<file path="config.mk">
export PLATFORM = sky130hd
export DESIGN_NAME = signed_int_to_decimal_ascii
export DESIGN_NICKNAME = d
export VERILOG_FILES = /design/src/rtl/core/sidta_pkg.sv /design/src/rtl/core/sidta_dabble.sv /design/src/rtl/core/signed_int_to_decimal_ascii.sv
export SDC_FILE = /design/constraint.sdc
export NUM_CORES = 1
export LEC_CHECK = 0
export BUFFER_PORTS_ARGS = -buffer_cell sky130_fd_sc_hd__buf_2
export CORE_MARGIN = 8
export CORE_UTILIZATION = 60
export CTS_BUF_LIST = sky130_fd_sc_hd__clkbuf_4
export DETAILED_ROUTE_END_ITERATION = 8
export GPL_ROUTABILITY_DRIVEN = 0
export PLACE_DENSITY = 0.8
export SYNTH_ARGS = -nofsm -noshare
export SYNTH_HDL_FRONTEND = slang
export SYNTH_HIERARCHICAL = 1
export SYNTH_SLANG_ARGS = --single-unit
</file>
<file path="constraint.sdc">
create_clock -name clk -period 7.7 [get_ports clk]
set_input_delay 0.385 -clock clk [delete_from_list [all_inputs] [get_ports clk]]
set_output_delay 0.385 -clock clk [all_outputs]
set_load 0.02 [all_outputs]
</file>
<file path="src/rtl/core/sidta_pkg.sv">
`timescale 1ns / 1ps
// ----------------------------------------------------------------------------
// sidta_pkg: shared types and constants for the decimal text converter
// Widths, character codes and the sequencer state type used by the
// converter top level and its shift-and-adjust unit.
// ----------------------------------------------------------------------------
package sidta_pkg;

	// Width of the signed input value.
	localparam int unsigned VALUE_W = 32;
	// Decimal digits needed for the largest magnitude, 2147483648.
	localparam int unsigned DIGITS  = 10;
	localparam int unsigned BCD_W   = 4 * DIGITS;
	// Width of the step counter of the shift-and-adjust pass, one step per magnitude bit.
	localparam int unsigned STEP_W  = $clog2(VALUE_W);
	localparam int unsigned IDX_W   = $clog2(DIGITS);

	// Output character field and its padded bus width.
	localparam int unsigned CHAR_W  = 6;
	localparam int unsigned TDATA_W = 8;

	localparam logic [CHAR_W-1:0] CHAR_ZERO  = CHAR_W'(48);
	localparam logic [CHAR_W-1:0] CHAR_MINUS = CHAR_W'(45);

	// Sequencer states.
	typedef enum logic [1:0] {
		ST_IDLE,
		ST_CONV,
		ST_SCAN,
		ST_EMIT
	} state_t;

endpackage

</file>
<file path="src/rtl/core/sidta_dabble.sv">
`timescale 1ns / 1ps
// ----------------------------------------------------------------------------
// sidta_dabble: one shift-and-adjust step of binary to BCD conversion
// Every BCD digit of five or more gets three added, then the digit string
// and the remaining binary bits shift left by one as a single word.
// ----------------------------------------------------------------------------
module sidta_dabble (
	input  logic [sidta_pkg::BCD_W-1:0]   bcd,
	input  logic [sidta_pkg::VALUE_W-1:0] bin,
	output logic [sidta_pkg::BCD_W-1:0]   bcd_next,
	output logic [sidta_pkg::VALUE_W-1:0] bin_next
);

	logic [sidta_pkg::BCD_W-1:0] adj;

	// The digits are independent lanes.
	always_comb begin
		for (int i = 0; i < sidta_pkg::DIGITS; i++) begin
			if (bcd[4*i +: 4] >= 4'd5) begin
				adj[4*i +: 4] = bcd[4*i +: 4] + 4'd3;
			end else begin
				adj[4*i +: 4] = bcd[4*i +: 4];
			end
		end
	end

	assign bcd_next = {adj[sidta_pkg::BCD_W-2:0], bin[sidta_pkg::VALUE_W-1]};
	assign bin_next = {bin[sidta_pkg::VALUE_W-2:0], 1'b0};

endmodule

</file>
<file path="src/rtl/core/signed_int_to_decimal_ascii.sv">
`timescale 1ns / 1ps
// ----------------------------------------------------------------------------
// signed_int_to_decimal_ascii: signed 32-bit integer to decimal ASCII text
// Converts one two's complement value per input beat into its decimal text,
// most significant character first, with a leading minus for negatives.
// ----------------------------------------------------------------------------
// Usage:
//   The slave channel (s_tvalid, s_tready, s_tdata) takes one signed 32-bit
//   value per beat. The master channel (m_tvalid, m_tready, m_tdata, m_tlast)
//   returns between 1 and 11 character beats for that value: a minus sign
//   for negative values, then the digits with no leading zeros ("0" for
//   zero). m_tlast marks the final digit; no terminator is sent.
//   Timing: after a value is accepted, the magnitude passes 32 times through
//   one shift-and-adjust unit (one bit per cycle), a scan state finds the
//   leading digit, and then one character leaves per cycle while the
//   receiver is ready. s_tready is high only while the block is idle,
//   which includes the time the final character still waits in the output
//   register, so the next value's conversion overlaps that wait.
//   Reset (arst_n low) drops any value in progress and empties the output
//   register. When the receiver stalls, the output register holds its beat
//   and the sequencer waits with it.
// ----------------------------------------------------------------------------
module signed_int_to_decimal_ascii (
	input  logic                            clk,
	input  logic                            arst_n,
	input  logic                            s_tvalid,
	output logic                            s_tready,
	input  logic [sidta_pkg::VALUE_W-1:0]   s_tdata,  // [31:0] value
	output logic                            m_tvalid,
	input  logic                            m_tready,
	output logic [sidta_pkg::TDATA_W-1:0]   m_tdata,  // [5:0] character, [7:6] zero
	output logic                            m_tlast   // last character of the value
);

	sidta_pkg::state_t state_q, state_d;

	logic [sidta_pkg::VALUE_W-1:0] bin_q;
	logic [sidta_pkg::BCD_W-1:0]   bcd_q;
	logic [sidta_pkg::STEP_W-1:0]  cnt_q;
	logic [sidta_pkg::IDX_W-1:0]   idx_q;
	logic                          sign_q;

	logic [sidta_pkg::BCD_W-1:0]   bcd_step;
	logic [sidta_pkg::VALUE_W-1:0] bin_step;

	logic                          m_tvalid_q;
	logic [sidta_pkg::CHAR_W-1:0]  char_q;
	logic                          last_q;

	logic                          in_fire;
	logic                          out_load;
	logic [sidta_pkg::IDX_W-1:0]   lead_idx;
	logic [3:0]                    digit;
	logic [3:0]                    digits [sidta_pkg::DIGITS];

	// The shared arithmetic unit: one shift-and-adjust step per cycle while converting.
	sidta_dabble u_dabble (
		.bcd      (bcd_q),
		.bin      (bin_q),
		.bcd_next (bcd_step),
		.bin_next (bin_step)
	);

	assign in_fire  = s_tvalid && s_tready;
	// In the emit state the output register may take a new beat when it is empty or draining.
	assign out_load = (state_q == sidta_pkg::ST_EMIT) && (!m_tvalid_q || m_tready);

	// Split the BCD word into digits and find the most significant nonzero
	// one. A value of zero leaves the index at the units digit.
	always_comb begin
		lead_idx = '0;
		for (int i = 0; i < sidta_pkg::DIGITS; i++) begin
			digits[i] = bcd_q[4*i +: 4];
			if (bcd_q[4*i +: 4] != 4'd0) begin
				lead_idx = sidta_pkg::IDX_W'(i);
			end
		end
	end

	assign digit = digits[idx_q];

	// Sequencer: next state.
	always_comb begin
		state_d  = state_q;
		s_tready = 1'b0;
		unique case (state_q)
			sidta_pkg::ST_IDLE: begin
				s_tready = 1'b1;
				if (s_tvalid) begin
					state_d = sidta_pkg::ST_CONV;
				end
			end
			sidta_pkg::ST_CONV: begin
				if (cnt_q == sidta_pkg::STEP_W'(sidta_pkg::VALUE_W - 1)) begin
					state_d = sidta_pkg::ST_SCAN;
				end
			end
			sidta_pkg::ST_SCAN: begin
				state_d = sidta_pkg::ST_EMIT;
			end
			sidta_pkg::ST_EMIT: begin
				if (out_load && !sign_q && idx_q == '0) begin
					state_d = sidta_pkg::ST_IDLE;
				end
			end
			default: begin
				state_d = sidta_pkg::ST_IDLE;
			end
		endcase
	end

	always_ff @(posedge clk or negedge arst_n) begin
		if (!arst_n) begin
			state_q <= sidta_pkg::ST_IDLE;
		end else begin
			state_q <= state_d;
		end
	end

	// Datapath. On accept the magnitude is formed as an unsigned negation,
	// so the most negative value needs no special handling.
	always_ff @(posedge clk or negedge arst_n) begin
		if (!arst_n) begin
			cnt_q  <= '0;
			sign_q <= 1'b0;
			idx_q  <= '0;
		end else begin
			if (in_fire) begin
				sign_q <= s_tdata[sidta_pkg::VALUE_W-1];
				cnt_q  <= '0;
			end else if (state_q == sidta_pkg::ST_CONV) begin
				cnt_q <= cnt_q + 1'b1;
			end
			if (state_q == sidta_pkg::ST_SCAN) begin
				idx_q <= lead_idx;
			end else if (out_load) begin
				if (sign_q) begin
					sign_q <= 1'b0;
				end else if (idx_q != '0) begin
					idx_q <= idx_q - 1'b1;
				end
			end
		end
	end

	always_ff @(posedge clk) begin
		if (in_fire) begin
			bcd_q <= '0;
			if (s_tdata[sidta_pkg::VALUE_W-1]) begin
				bin_q <= ~s_tdata + 1'b1;
			end else begin
				bin_q <= s_tdata;
			end
		end else if (state_q == sidta_pkg::ST_CONV) begin
			bcd_q <= bcd_step;
			bin_q <= bin_step;
		end
	end

	// Output register: the minus sign first when pending, then digits.
	always_ff @(posedge clk or negedge arst_n) begin
		if (!arst_n) begin
			m_tvalid_q <= 1'b0;
		end else if (out_load) begin
			m_tvalid_q <= 1'b1;
		end else if (m_tready) begin
			m_tvalid_q <= 1'b0;
		end
	end

	always_ff @(posedge clk) begin
		if (out_load) begin
			if (sign_q) begin
				char_q <= sidta_pkg::CHAR_MINUS;
				last_q <= 1'b0;
			end else begin
				char_q <= sidta_pkg::CHAR_ZERO + {2'b00, digit};
				last_q <= (idx_q == '0);
			end
		end
	end

	assign m_tvalid = m_tvalid_q;
	assign m_tdata  = {{(sidta_pkg::TDATA_W - sidta_pkg::CHAR_W){1'b0}}, char_q};
	assign m_tlast  = last_q;

	// An accepted value always starts a fresh conversion pass.
	a_accept_starts: assert property (@(posedge clk) disable iff (!arst_n)
		in_fire |=> state_q == sidta_pkg::ST_CONV && cnt_q == '0)
		else $error("accepted value did not start a conversion");

	// Every magnitude bit has been shifted into the BCD digits by the scan.
	a_bits_consumed: assert property (@(posedge clk) disable iff (!arst_n)
		state_q == sidta_pkg::ST_SCAN |-> bin_q == '0)
		else $error("binary bits left after the conversion pass");

	// The pass ends after exactly one step per magnitude bit.
	a_pass_length: assert property (@(posedge clk) disable iff (!arst_n)
		state_q == sidta_pkg::ST_CONV &&
		cnt_q == sidta_pkg::STEP_W'(sidta_pkg::VALUE_W - 1)
		|=> state_q == sidta_pkg::ST_SCAN)
		else $error("conversion pass length wrong");

	// A minus sign is never the final character.
	a_minus_not_last: assert property (@(posedge clk) disable iff (!arst_n)
		m_tvalid && m_tdata[sidta_pkg::CHAR_W-1:0] == sidta_pkg::CHAR_MINUS |-> !m_tlast)
		else $error("minus sign flagged as last character");

	// Once the minus sign is out, the digit selected for output is nine or less.
	a_digit_range: assert property (@(posedge clk) disable iff (!arst_n)
		state_q == sidta_pkg::ST_EMIT && !sign_q |-> digit <= 4'd9)
		else $error("BCD digit out of range");

endmodule

</file>
==> impl_metrics.yaml <==
route:
  viasPerCell: 5.630
  drc: 0
  ant_nets: 0
  drtIter0Drc: 249
  wl_per_cell_um: 14.69
  vias: 4470
  dr.pass1.iters: 5
  routed_wl_um: 11660
flow_run:
  cap_violations: 0
synthesis:
  seq_area_frac_synth_pct: 36.78
  synth_common_cells: "nand2_1, nor2_1, mux2i_1, dfxtp_1, edfxtp_1"
  synth_top_area_share_pct: 18.51
  synth_area_per_cell_um2: 9.381
  syn-cell-area_um2: 6163
  synth_top_flop_cell: "dfxtp_1"
  synth_area_leaders: "edfxtp_1, dfxtp_1, mux2i_1"
  ys_types: 58
  synthAdderAreaFrac_pct: 5.684
  synth_top_family_by_area: "simple AND/OR/NAND/NOR gates"
  ys_seq_elements: 91
  ys_async_sr_fraction_pct: 14.29
  synthMuxAreaShare_pct: 13.24
  synth_compound_area_share_pct: 12.38
  yosys_warnings: 6
  synth-simple-area-share_pct: 17.42
  yosys.area.top_type: "edfxtp_1"
  synth_edf_count: 38
  syn_inst: 657
  synth.most_common_cell: "nand2_1"
  synth_xor_area_share_pct: 6.110
critical_path:
  crit_path_end_kind: "flop"
  cp_common_cell: "buf_4"
  cp_top_family: "buffers and inverters"
  critical_path.max_fanout: 34
  cp_num_buf_inv: 3
  cp.depth: 5
  crit_arrival_ns: 2.64
  critPathLaunchType: "flop"
  worst_path_max_delay_cell: "buf_4"
  required_ns: 7.81
  worstSetupPathType: "flop to flop"
  crit_chain: "inv_1, ha_2, buf_4, nand2b_1, buf_4"
  cpPeakStageDelay_ns: 0.56
  reg2reg_depth: 5
die:
  start_util_pct: 60.79
  die_width_um: 117.4
  io_pins: 47
  die_height_um: 117.4
  fp-row-count: 37
  coreArea_um2: 10140
  die_area_um2: 13770
timing:
  grt_setup_unrepaired: "false"
  fin_crit_sh_pct: 32.81
  drv_slew: 0
  setup_tns_ns: 0
  period_needed_ns: 2.527
  hold_viol_final: 0
  timing.final.ws_setup_ns: 5.173
  finClkSkew_ns: 0.02111
  setup_violations: 0
  holdWs_ns: 0.2521
  max_freq_mhz: 395.8
  worstMarginPinSlew_ns: 1.080
  slew-limit-headroom_pct: 27.75
clock_network:
  post_cts_buffers: 0
  htree_levels: 3
  clkTransAtPathRegs_ns: 0.13
  clockBufferDepth: 2
  cts.sinks: 91
  numCtsBuffers: 9
  cts_root_buffer: "clkbuf_4"
  cts_tree: "done"
  clk_latency_ns: 0.46
final_layout:
  nets: 717
  final_cells: 794
  syn_to_final_growth_pct: 3.228
  antenna_cells: 0
  drive_gt1_share_pct: 16.26
global_routing:
  antenna_found_initial: 0
  met2_usage_pct: 29.97
  top_usage_layer: "met2"
  grt_pass1_vias: 4491
  grt_max_degree: 68
  met3_usage_pct: 3.741
  grt_first_pass_wirelength_um: 20590
  grt_util_met1_pct: 21.46
  grt_remaining_overflow: 0
  grtUsageTotal_pct: 17.47
power_and_ir_drop:
  irDropWorstVdd_mv: 0.1731
  power.density_nw_per_um2: 390.2
  p_leak_nw: 2.715
  power.total_mw: 2.483
worst_hold_path:
  whs_path_depth: 3
  hold_class: "primary input to flop"
placed_design:
  place_hpwl_um: 8628
  io_buffer_count: 43
  dp.cells: 777
  dp_slack_ns: 5.209
status:
  status: "finished clean"
cell type report:
type	count	area, µm²
repair buffers	47	247.7
flip-flops and latches	91	2267
clock inverters	3	63.81
well taps	136	170.2
inverters	31	116.4
clock buffers	13	97.59
fillers	820	3776
multi-input cells	473	3400
placed cells by master, fill, tap and decap left out, drive strengths merged, types with 3 or more instances in the layout:
cell | netlist | layout
dfxtp | 40 | 40
xor2 | 30 | 30
edfxtp | 38 | 38
nand2 | 87 | 87
mux4 | 8 | 8
nand2b | 23 | 23
conb | 3 | 4
ha | 28 | 28
nand4 | 4 | 4
o31ai | 10 | 10
buf | 49 | 46
nor4b | 3 | 3
nor3 | 7 | 7
o41ai | 11 | 11
mux2i | 59 | 59
a21oi | 18 | 18
or3 | 4 | 4
nor4 | 12 | 12
inv | 31 | 31
xnor2 | 13 | 13
clkbuf | 14 | 13
o21ai | 63 | 63
nand3 | 3 | 3
dfrtp | 13 | 13
nor2 | 62 | 62
mux2 | 4 | 4
what timing repair did:
action / 4_1_cts / 5_1_grt
hold buffers: 1 / 0
gates resized for setup: 0 / 0
endpoints found under the hold margin: 13 / 0
flip-flops by register name, indices dropped and copies added, names as in the netlist:
signal	count
idx_q	4
m_tvalid	1
bcd_q	40
m_tlast	1
state_q	2
bin_q	32
sign_q	1
char_q	5
cnt_q	5
path summary, 6_finish.rpt:
kind / end / start / slack [ns]
worst min register to register: bcd_q[0] / bin_q[31] / 0.52
min in group asynchronous: state_q[1] / arst_n / 0.34
max in group asynchronous: cnt_q[1] / arst_n / 7.11
worst max register to register: bin_q[4] / state_q[1] / 5.17
worst min-delay path: m_tvalid / m_tready / 0.25
worst max-delay path: bin_q[4] / state_q[1] / 5.17
through the flow:
step | instance area [µm²] | util [%]
after floorplan | 6167 | -
after global placement | 6191 | 61.06
after detailed placement | 6191 | 61.06
after CTS | 6362 | 62.75
after global routing | 6362 | 62.75
final | 6362 | 62.75
logic make-up after synthesis:
kind of cell | count (synthesis)
multiplexers | 71
adder cells (fa/ha/maj) | 28
buffers and inverters | 94
XOR/XNOR | 43
AND/OR/NAND/NOR | 216
other | 3
flip-flops | 91
AO/OA/AOI/OAI | 111
worst reg2reg max path, stage by stage, from the launching register on:
cell and delay, ns:
dfrtp_1 0.44, inv_1 0.11, ha_2 0.47, buf_4 0.56, nand2b_1 0.20, buf_4 0.40
power breakdown:
part,internal (mW),total [mW],switching [mW]
Clock,0.146,0.304,0.158
Combinational,0.520,1.17,0.648
Sequential,0.783,1.01,0.228
Total,1.45,2.48,1.03
metal layers:
metal | part of all wire (%) | wire, µm
met1 | 44 | 5182
met2 | 50 | 5815
met3 | 4.3 | 503
met4 | 1.4 | 159
met5 | 0 | 0
Note: power is estimated with default switching activity, not from simulation.
